==> src/hdl/smpq_pkg.sv <==
// Shared types and constants for the sorted minimum priority queue.
// Used by smpq_cell and sorted_min_priority_queue; depends on nothing else.
package smpq_pkg;

  localparam int unsigned KeyW       = 32;
  localparam int unsigned CountW     = 5;
  localparam int unsigned QueueDepth = 16;

  localparam logic OpInsert = 1'b0;
  localparam logic OpRemove = 1'b1;

  typedef enum logic [1:0] {
    StatusOk        = 2'd0,
    StatusUnderflow = 2'd1,
    StatusOverflow  = 2'd2
  } status_e;

  typedef struct packed {
    logic                   operation;
    logic signed [KeyW-1:0] key;
  } req_t;

  typedef struct packed {
    logic signed [KeyW-1:0] removed_key;
    logic signed [KeyW-1:0] min_key;
    logic [CountW-1:0]      count;
    logic                   empty_res;
    status_e                status;
  } rsp_t;

  // Control broadcast from the top level to every cell.
  typedef struct packed {
    logic en;
    logic remove;
  } cell_ctrl_t;

endpackage

==> src/hdl/smpq_cell.sv <==
// One slot of the sorted chain: holds a key and shifts it towards its neighbours.
// Depends on smpq_pkg.
module smpq_cell (
  input  logic                             clk_i,
  input  smpq_pkg::cell_ctrl_t             ctrl_i,
  input  logic                             occupied_i,
  input  logic signed [smpq_pkg::KeyW-1:0] new_key_i,
  input  logic signed [smpq_pkg::KeyW-1:0] left_key_i,
  input  logic signed [smpq_pkg::KeyW-1:0] right_key_i,
  input  logic                             left_less_i,
  output logic                             less_o,
  output logic signed [smpq_pkg::KeyW-1:0] key_o,
  output logic signed [smpq_pkg::KeyW-1:0] key_next_o
);
  import smpq_pkg::*;

  logic signed [KeyW-1:0] key_q, key_d;

  // Set when this slot holds a key that the new key must stay behind.
  assign less_o = occupied_i && (key_q < new_key_i);

  always_comb begin
    key_d = key_q;
    if (ctrl_i.en) begin
      if (ctrl_i.remove) begin
        key_d = right_key_i;
      end else if (!less_o) begin
        // The first slot not below the new key takes it; those after it shift up.
        key_d = left_less_i ? new_key_i : left_key_i;
      end
    end
  end

  always_ff @(posedge clk_i) begin
    key_q <= key_d;
  end

  assign key_o      = key_q;
  assign key_next_o = key_d;

endmodule

==> src/hdl/sorted_min_priority_queue.sv <==
// Top level of the sorted minimum priority queue: a chain of smpq_cell slots,
// the fill count and the result register. Depends on smpq_pkg and smpq_cell.
//
// Keys are held in ascending order in a row of Capacity cells, the smallest in
// the first cell. All cells compare the new key at once and each either keeps
// its key, takes the new key or takes a neighbour's key at the next clock edge,
// so a request may be accepted in every cycle while the result register is
// free or being read. Each request gives exactly one result. The slot contents
// are not cleared at reset; only slots below the count are ever read.
module sorted_min_priority_queue #(
  parameter int unsigned Capacity = smpq_pkg::QueueDepth
) (
  input  logic           clk_i,
  input  logic           rst_ni,
  input  logic           in_valid_i,
  output logic           in_stall_o,
  input  smpq_pkg::req_t in_data_i,
  output logic           out_valid_o,
  input  logic           out_stall_i,
  output smpq_pkg::rsp_t out_data_o
);
  import smpq_pkg::*;

  localparam int unsigned CntW = $clog2(Capacity + 1);

  logic [CntW-1:0]        count_q, count_d;
  logic                   out_valid_q;
  rsp_t                   out_q;
  logic                   accept;
  logic                   is_remove, is_full, is_empty;
  status_e                status;
  cell_ctrl_t             ctrl;
  logic [Capacity-1:0]    less;
  logic signed [KeyW-1:0] keys [Capacity];
  logic signed [KeyW-1:0] keys_next [Capacity];

  assign in_stall_o = out_valid_q && out_stall_i;
  assign accept     = in_valid_i && !in_stall_o;
  assign is_remove  = (in_data_i.operation == OpRemove);
  assign is_full    = (count_q == CntW'(Capacity));
  assign is_empty   = (count_q == '0);

  always_comb begin
    status  = StatusOk;
    count_d = count_q;
    if (is_remove) begin
      if (is_empty) status = StatusUnderflow;
      else count_d = count_q - 1'b1;
    end else begin
      if (is_full) status = StatusOverflow;
      else count_d = count_q + 1'b1;
    end
  end

  assign ctrl.en     = accept && (status == StatusOk);
  assign ctrl.remove = is_remove;

  for (genvar i = 0; i < Capacity; i++) begin : g_cell
    logic signed [KeyW-1:0] left_key, right_key;
    logic                   left_less;

    if (i == 0) begin : g_first
      assign left_key  = in_data_i.key;
      assign left_less = 1'b1;
    end else begin : g_inner
      assign left_key  = keys[i-1];
      assign left_less = less[i-1];
    end

    if (i == Capacity - 1) begin : g_last
      assign right_key = keys[i];
    end else begin : g_body
      assign right_key = keys[i+1];
    end

    smpq_cell u_cell (
      .clk_i       (clk_i),
      .ctrl_i      (ctrl),
      .occupied_i  (count_q > CntW'(i)),
      .new_key_i   (in_data_i.key),
      .left_key_i  (left_key),
      .right_key_i (right_key),
      .left_less_i (left_less),
      .less_o      (less[i]),
      .key_o       (keys[i]),
      .key_next_o  (keys_next[i])
    );
  end

  always_ff @(posedge clk_i or negedge rst_ni) begin
    if (!rst_ni) begin
      count_q     <= '0;
      out_valid_q <= 1'b0;
    end else begin
      if (accept) begin
        count_q     <= count_d;
        out_valid_q <= 1'b1;
      end else if (!out_stall_i) begin
        out_valid_q <= 1'b0;
      end
    end
  end

  always_ff @(posedge clk_i) begin
    if (accept) begin
      out_q.removed_key <= (ctrl.en && is_remove) ? keys[0] : '0;
      out_q.min_key     <= (count_d != '0) ? keys_next[0] : '0;
      out_q.count       <= CountW'(count_d);
      out_q.empty_res   <= (count_d == '0);
      out_q.status      <= status;
    end
  end

  assign out_valid_o = out_valid_q;
  assign out_data_o  = out_q;

`ifndef SYNTH
  a_count_bound: assert property (@(posedge clk_i) disable iff (!rst_ni)
    count_q <= CntW'(Capacity))
    else $error("fill count above capacity");

  a_insert_grows: assert property (@(posedge clk_i) disable iff (!rst_ni)
    accept && !is_remove && !is_full |=> count_q == $past(count_q) + 1'b1)
    else $error("accepted insert did not grow the queue");

  a_underflow_empty: assert property (@(posedge clk_i) disable iff (!rst_ni)
    out_valid_q && (out_q.status == StatusUnderflow) |->
      out_q.empty_res && (out_q.removed_key == '0))
    else $error("underflow result reports a non-empty queue");

  a_less_prefix: assert property (@(posedge clk_i) disable iff (!rst_ni)
    (less[Capacity-1:1] & ~less[Capacity-2:0]) == '0)
    else $error("slots below the new key are not a prefix of the chain");
`endif

endmodule
==> config.mk <==
export PLATFORM = sky130hd
export DESIGN_NAME = sorted_min_priority_queue
export DESIGN_NICKNAME = d
export VERILOG_FILES = /design/src/hdl/smpq_pkg.sv /design/src/hdl/smpq_cell.sv /design/src/hdl/sorted_min_priority_queue.sv
export SDC_FILE = /design/constraint.sdc
export NUM_CORES = 2
export LEC_CHECK = 0
export BUFFER_PORTS_ARGS = -buffer_cell sky130_fd_sc_hd__buf_2
export CORE_MARGIN = 5
export CORE_UTILIZATION = 64
export DETAILED_ROUTE_END_ITERATION = 7
export GPL_TIMING_DRIVEN = 0
export MAX_ROUTING_LAYER = met4
export PLACE_DENSITY = 0.82
export SKIP_CTS_REPAIR_TIMING = 1
export SLEW_MARGIN = 20
export SYNTH_ARGS = -nofsm -noshare
export SYNTH_HDL_FRONTEND = slang
export SYNTH_HIERARCHICAL = 1
export SYNTH_SLANG_ARGS = --single-unit
==> constraint.sdc <==
create_clock -name clk_i -period 5.91 [get_ports clk_i]
set_clock_uncertainty 0.05 [all_clocks]
set_input_delay 0.2955 -clock clk_i [delete_from_list [all_inputs] [get_ports clk_i]]
set_output_delay 0.2955 -clock clk_i [all_outputs]
set_load 0.02 [all_outputs]
==> results.py <==
metrics = {
    "status": {
        "status": "complete, no violations",
    },
    "cts": {
        "cts_max_level": 3,
        "cts_sinks": 590,
        "cts_buffer_depth": 3,
        "cts_tree": "built",
        "path_clk_slew_ns": 0.06,
        "cts-root-buf": "clkbuf_16",
        "cts_inserted_buffers": 67,
        "clk_latency_ns": 0.60,
    },
    "sta": {
        "setup_tns_ns": 0,
        "worst_slew_pin_slew_ns": 1.12,
        "slew_headroom": 0.248,
        "finalMaxSlewViolations": 0,
        "finalSetupViolations": 0,
        "period_share": 0.743,
        "min_period_ns": 4.39,
        "hold_violations": 0,
        "rsz0062_at_grt": "false",
        "timing.fmax_mhz": 228,
    },
    "global_routing": {
        "antenna_found_initial": 1,
        "grt_pass1_vias": 37706,
        "grt-ovfl-total": 0,
        "grt_use_total": 0.325,
        "grt_max_degree": 50,
        "grt_first_pass_wirelength_um": 195000,
    },
    "pwr": {
        "seq_power_share": 0.301,
        "swShare": 0.442,
        "ir_worst_vdd_mv": 0.252,
        "clkPwrFrac": 0.171,
        "p_leak_nw": 21.4,
        "comb_power_share": 0.528,
        "p_sw_w": 0.0110,
        "internal_power_w": 0.0139,
        "total_power_w": 0.0250,
        "p_per_area_nw_per_um2": 531,
    },
    "routing": {
        "drc": 0,
        "first_iter_violations": 4666,
        "first_pass_iters": 6,
        "drtAntennaViolNets": 0,
        "wl_per_cell_um": 20.0,
        "wl_um": 123000,
        "vias": 39783,
        "vias_per_cell": 6.50,
    },
    "synth": {
        "synth_area_um2": 43100,
        "syn-instance-count": 5018,
        "synth_nets": 5557,
        "ys_warn_count": 6,
        "syn-mean-instance-area_um2": 8.58,
    },
    "floorplan": {
        "rows": 95,
        "core_region_area_um2": 66900,
        "chipHeight_um": 269,
        "initial_core_util": 0.644,
        "ioPinCount": 111,
        "die_w_um": 269,
        "die_area_um2": 72600,
    },
    "finish": {
        "fin_util": 0.703,
        "fill_cells": 5135,
        "finalNonFillerCells": 6125,
        "drive_gt1_frac": 0.112,
        "fin_area_um2": 47100,
        "diodes": 0,
        "syn_to_final_growth_pct": 9.26,
        "layout.nets": 5742,
    },
    "placed_design": {
        "place_area_um2": 44800,
        "place_hpwl_um": 94300,
        "finalWeightedCongestion": 0.953,
        "io_buffer_count": 110,
        "dp_cells": 6004,
    },
    "worst_setup_path": {
        "cp.arrival_ns": 4.85,
        "worstSetupStartpointType": "primary input",
        "cp.required_ns": 6.37,
        "path_class": "in2reg",
        "r2r_slack_ns": 1.55,
        "r2r-start": "count_q[1]",
        "endpoint_kind": "flip-flop",
        "crit_fanout": 33,
        "rr_worst_depth": 12,
        "reg2reg_to": "out_data_o[23]",
    },
    "min_path": {
        "hold_class": "in2async",
    },
    "flow_run": {
        "drv_cap": 0,
    },
}
worst max-delay path, stage by stage:
cell,delay (ns)
buf_2,0.57
inv_1,0.12
ha_1,0.33
nand4_1,0.09
o311a_1,0.40
o41ai_2,0.69
a21oi_1,0.24
xnor2_1,0.28
and2_1,0.16
buf_2,0.21
buf_2,0.32
clkbuf_1,0.64
mux2i_1,0.18
a211oi_1,0.28
sequential cells by signal (all words and copies together), names as in the netlist:
| signal | cells |
|---|---|
| count_q | 5 |
| out_data_o | 72 |
| g_cell.u_cell/key_o | 512 |
| out_valid_o | 1 |
power groups by stage:
stage          combinational [W]  clock (W)  sequential, W
6_report                  0.0132    0.00427        0.00751
5_1_grt                   0.0143    0.00449        0.00769
4_1_cts                   0.0128    0.00431        0.00746
3_5_place_dp              0.0127          0        0.00753
3_3_place_gp              0.0122          0        0.00752
2_1_floorplan            0.00981          0        0.00703
layout make-up:
class | count | area, µm² | share of cell area
multi-input combinational | 3583 | 27100 | 0.576
timing repair buffer | 116 | 651 | 0.0138
sequential | 590 | 12600 | 0.267
tap | 873 | 1090 | 0.0232
clock inverter | 24 | 211 | 0.00449
clock buffer | 94 | 2020 | 0.0428
buffer | 259 | 1240 | 0.0263
inverter | 586 | 2200 | 0.0468
cell usage in the layout (no fill, tap or decap), types with 35 or more instances in the layout:
cell type    n
a211oi_1   400
a21oi_1    594
a221o_1    144
a31oi_1     49
and2_1      64
and3_1     131
buf_2      244
clkbuf_1   112
clkbuf_16   73
dfxtp_1    512
edfxtp_1    72
ha_1       502
inv_1      585
mux2_2     129
mux2i_1    369
nand2_1    171
nand4_1     96
nor2_1     471
o21ai_0     92
xnor2_1     35
worst max path at each step:
stage | from | to | cells after the start
after floorplan | count_q[1] | out_data_o[12] | 11
after global placement | in_data_i[32] | out_data_o[23] | 10
after detailed placement | in_data_i[4] | g_cell[1].u_cell/key_o[17] | 14
after CTS | g_cell[13].u_cell/key_o[7] | g_cell[14].u_cell/key_o[15] | 12
after global routing | in_data_i[4] | g_cell[4].u_cell/key_o[21] | 14
final | in_data_i[4] | g_cell[5].u_cell/key_o[27] | 14
per-stage QoR:
stage	hold slack, ns	setup WS, ns
2_1_floorplan	-0.0501	1.55
3_3_place_gp	0.0957	-1.17
3_5_place_dp	0.0961	1.14
4_1_cts	-0.547	1.74
5_1_grt	0.0427	1.32
6_report	0.0285	1.52
per-layer routing:
metal,vias up,track usage,part of all wire
li1,18855,-,-
met1,18994,0.472,0.46
met2,1733,0.481,0.43
met3,201,0.0492,0.095
met4,0,0.0741,0.017
met5,-,-,0
Note: power is estimated with default switching activity, not from simulation.
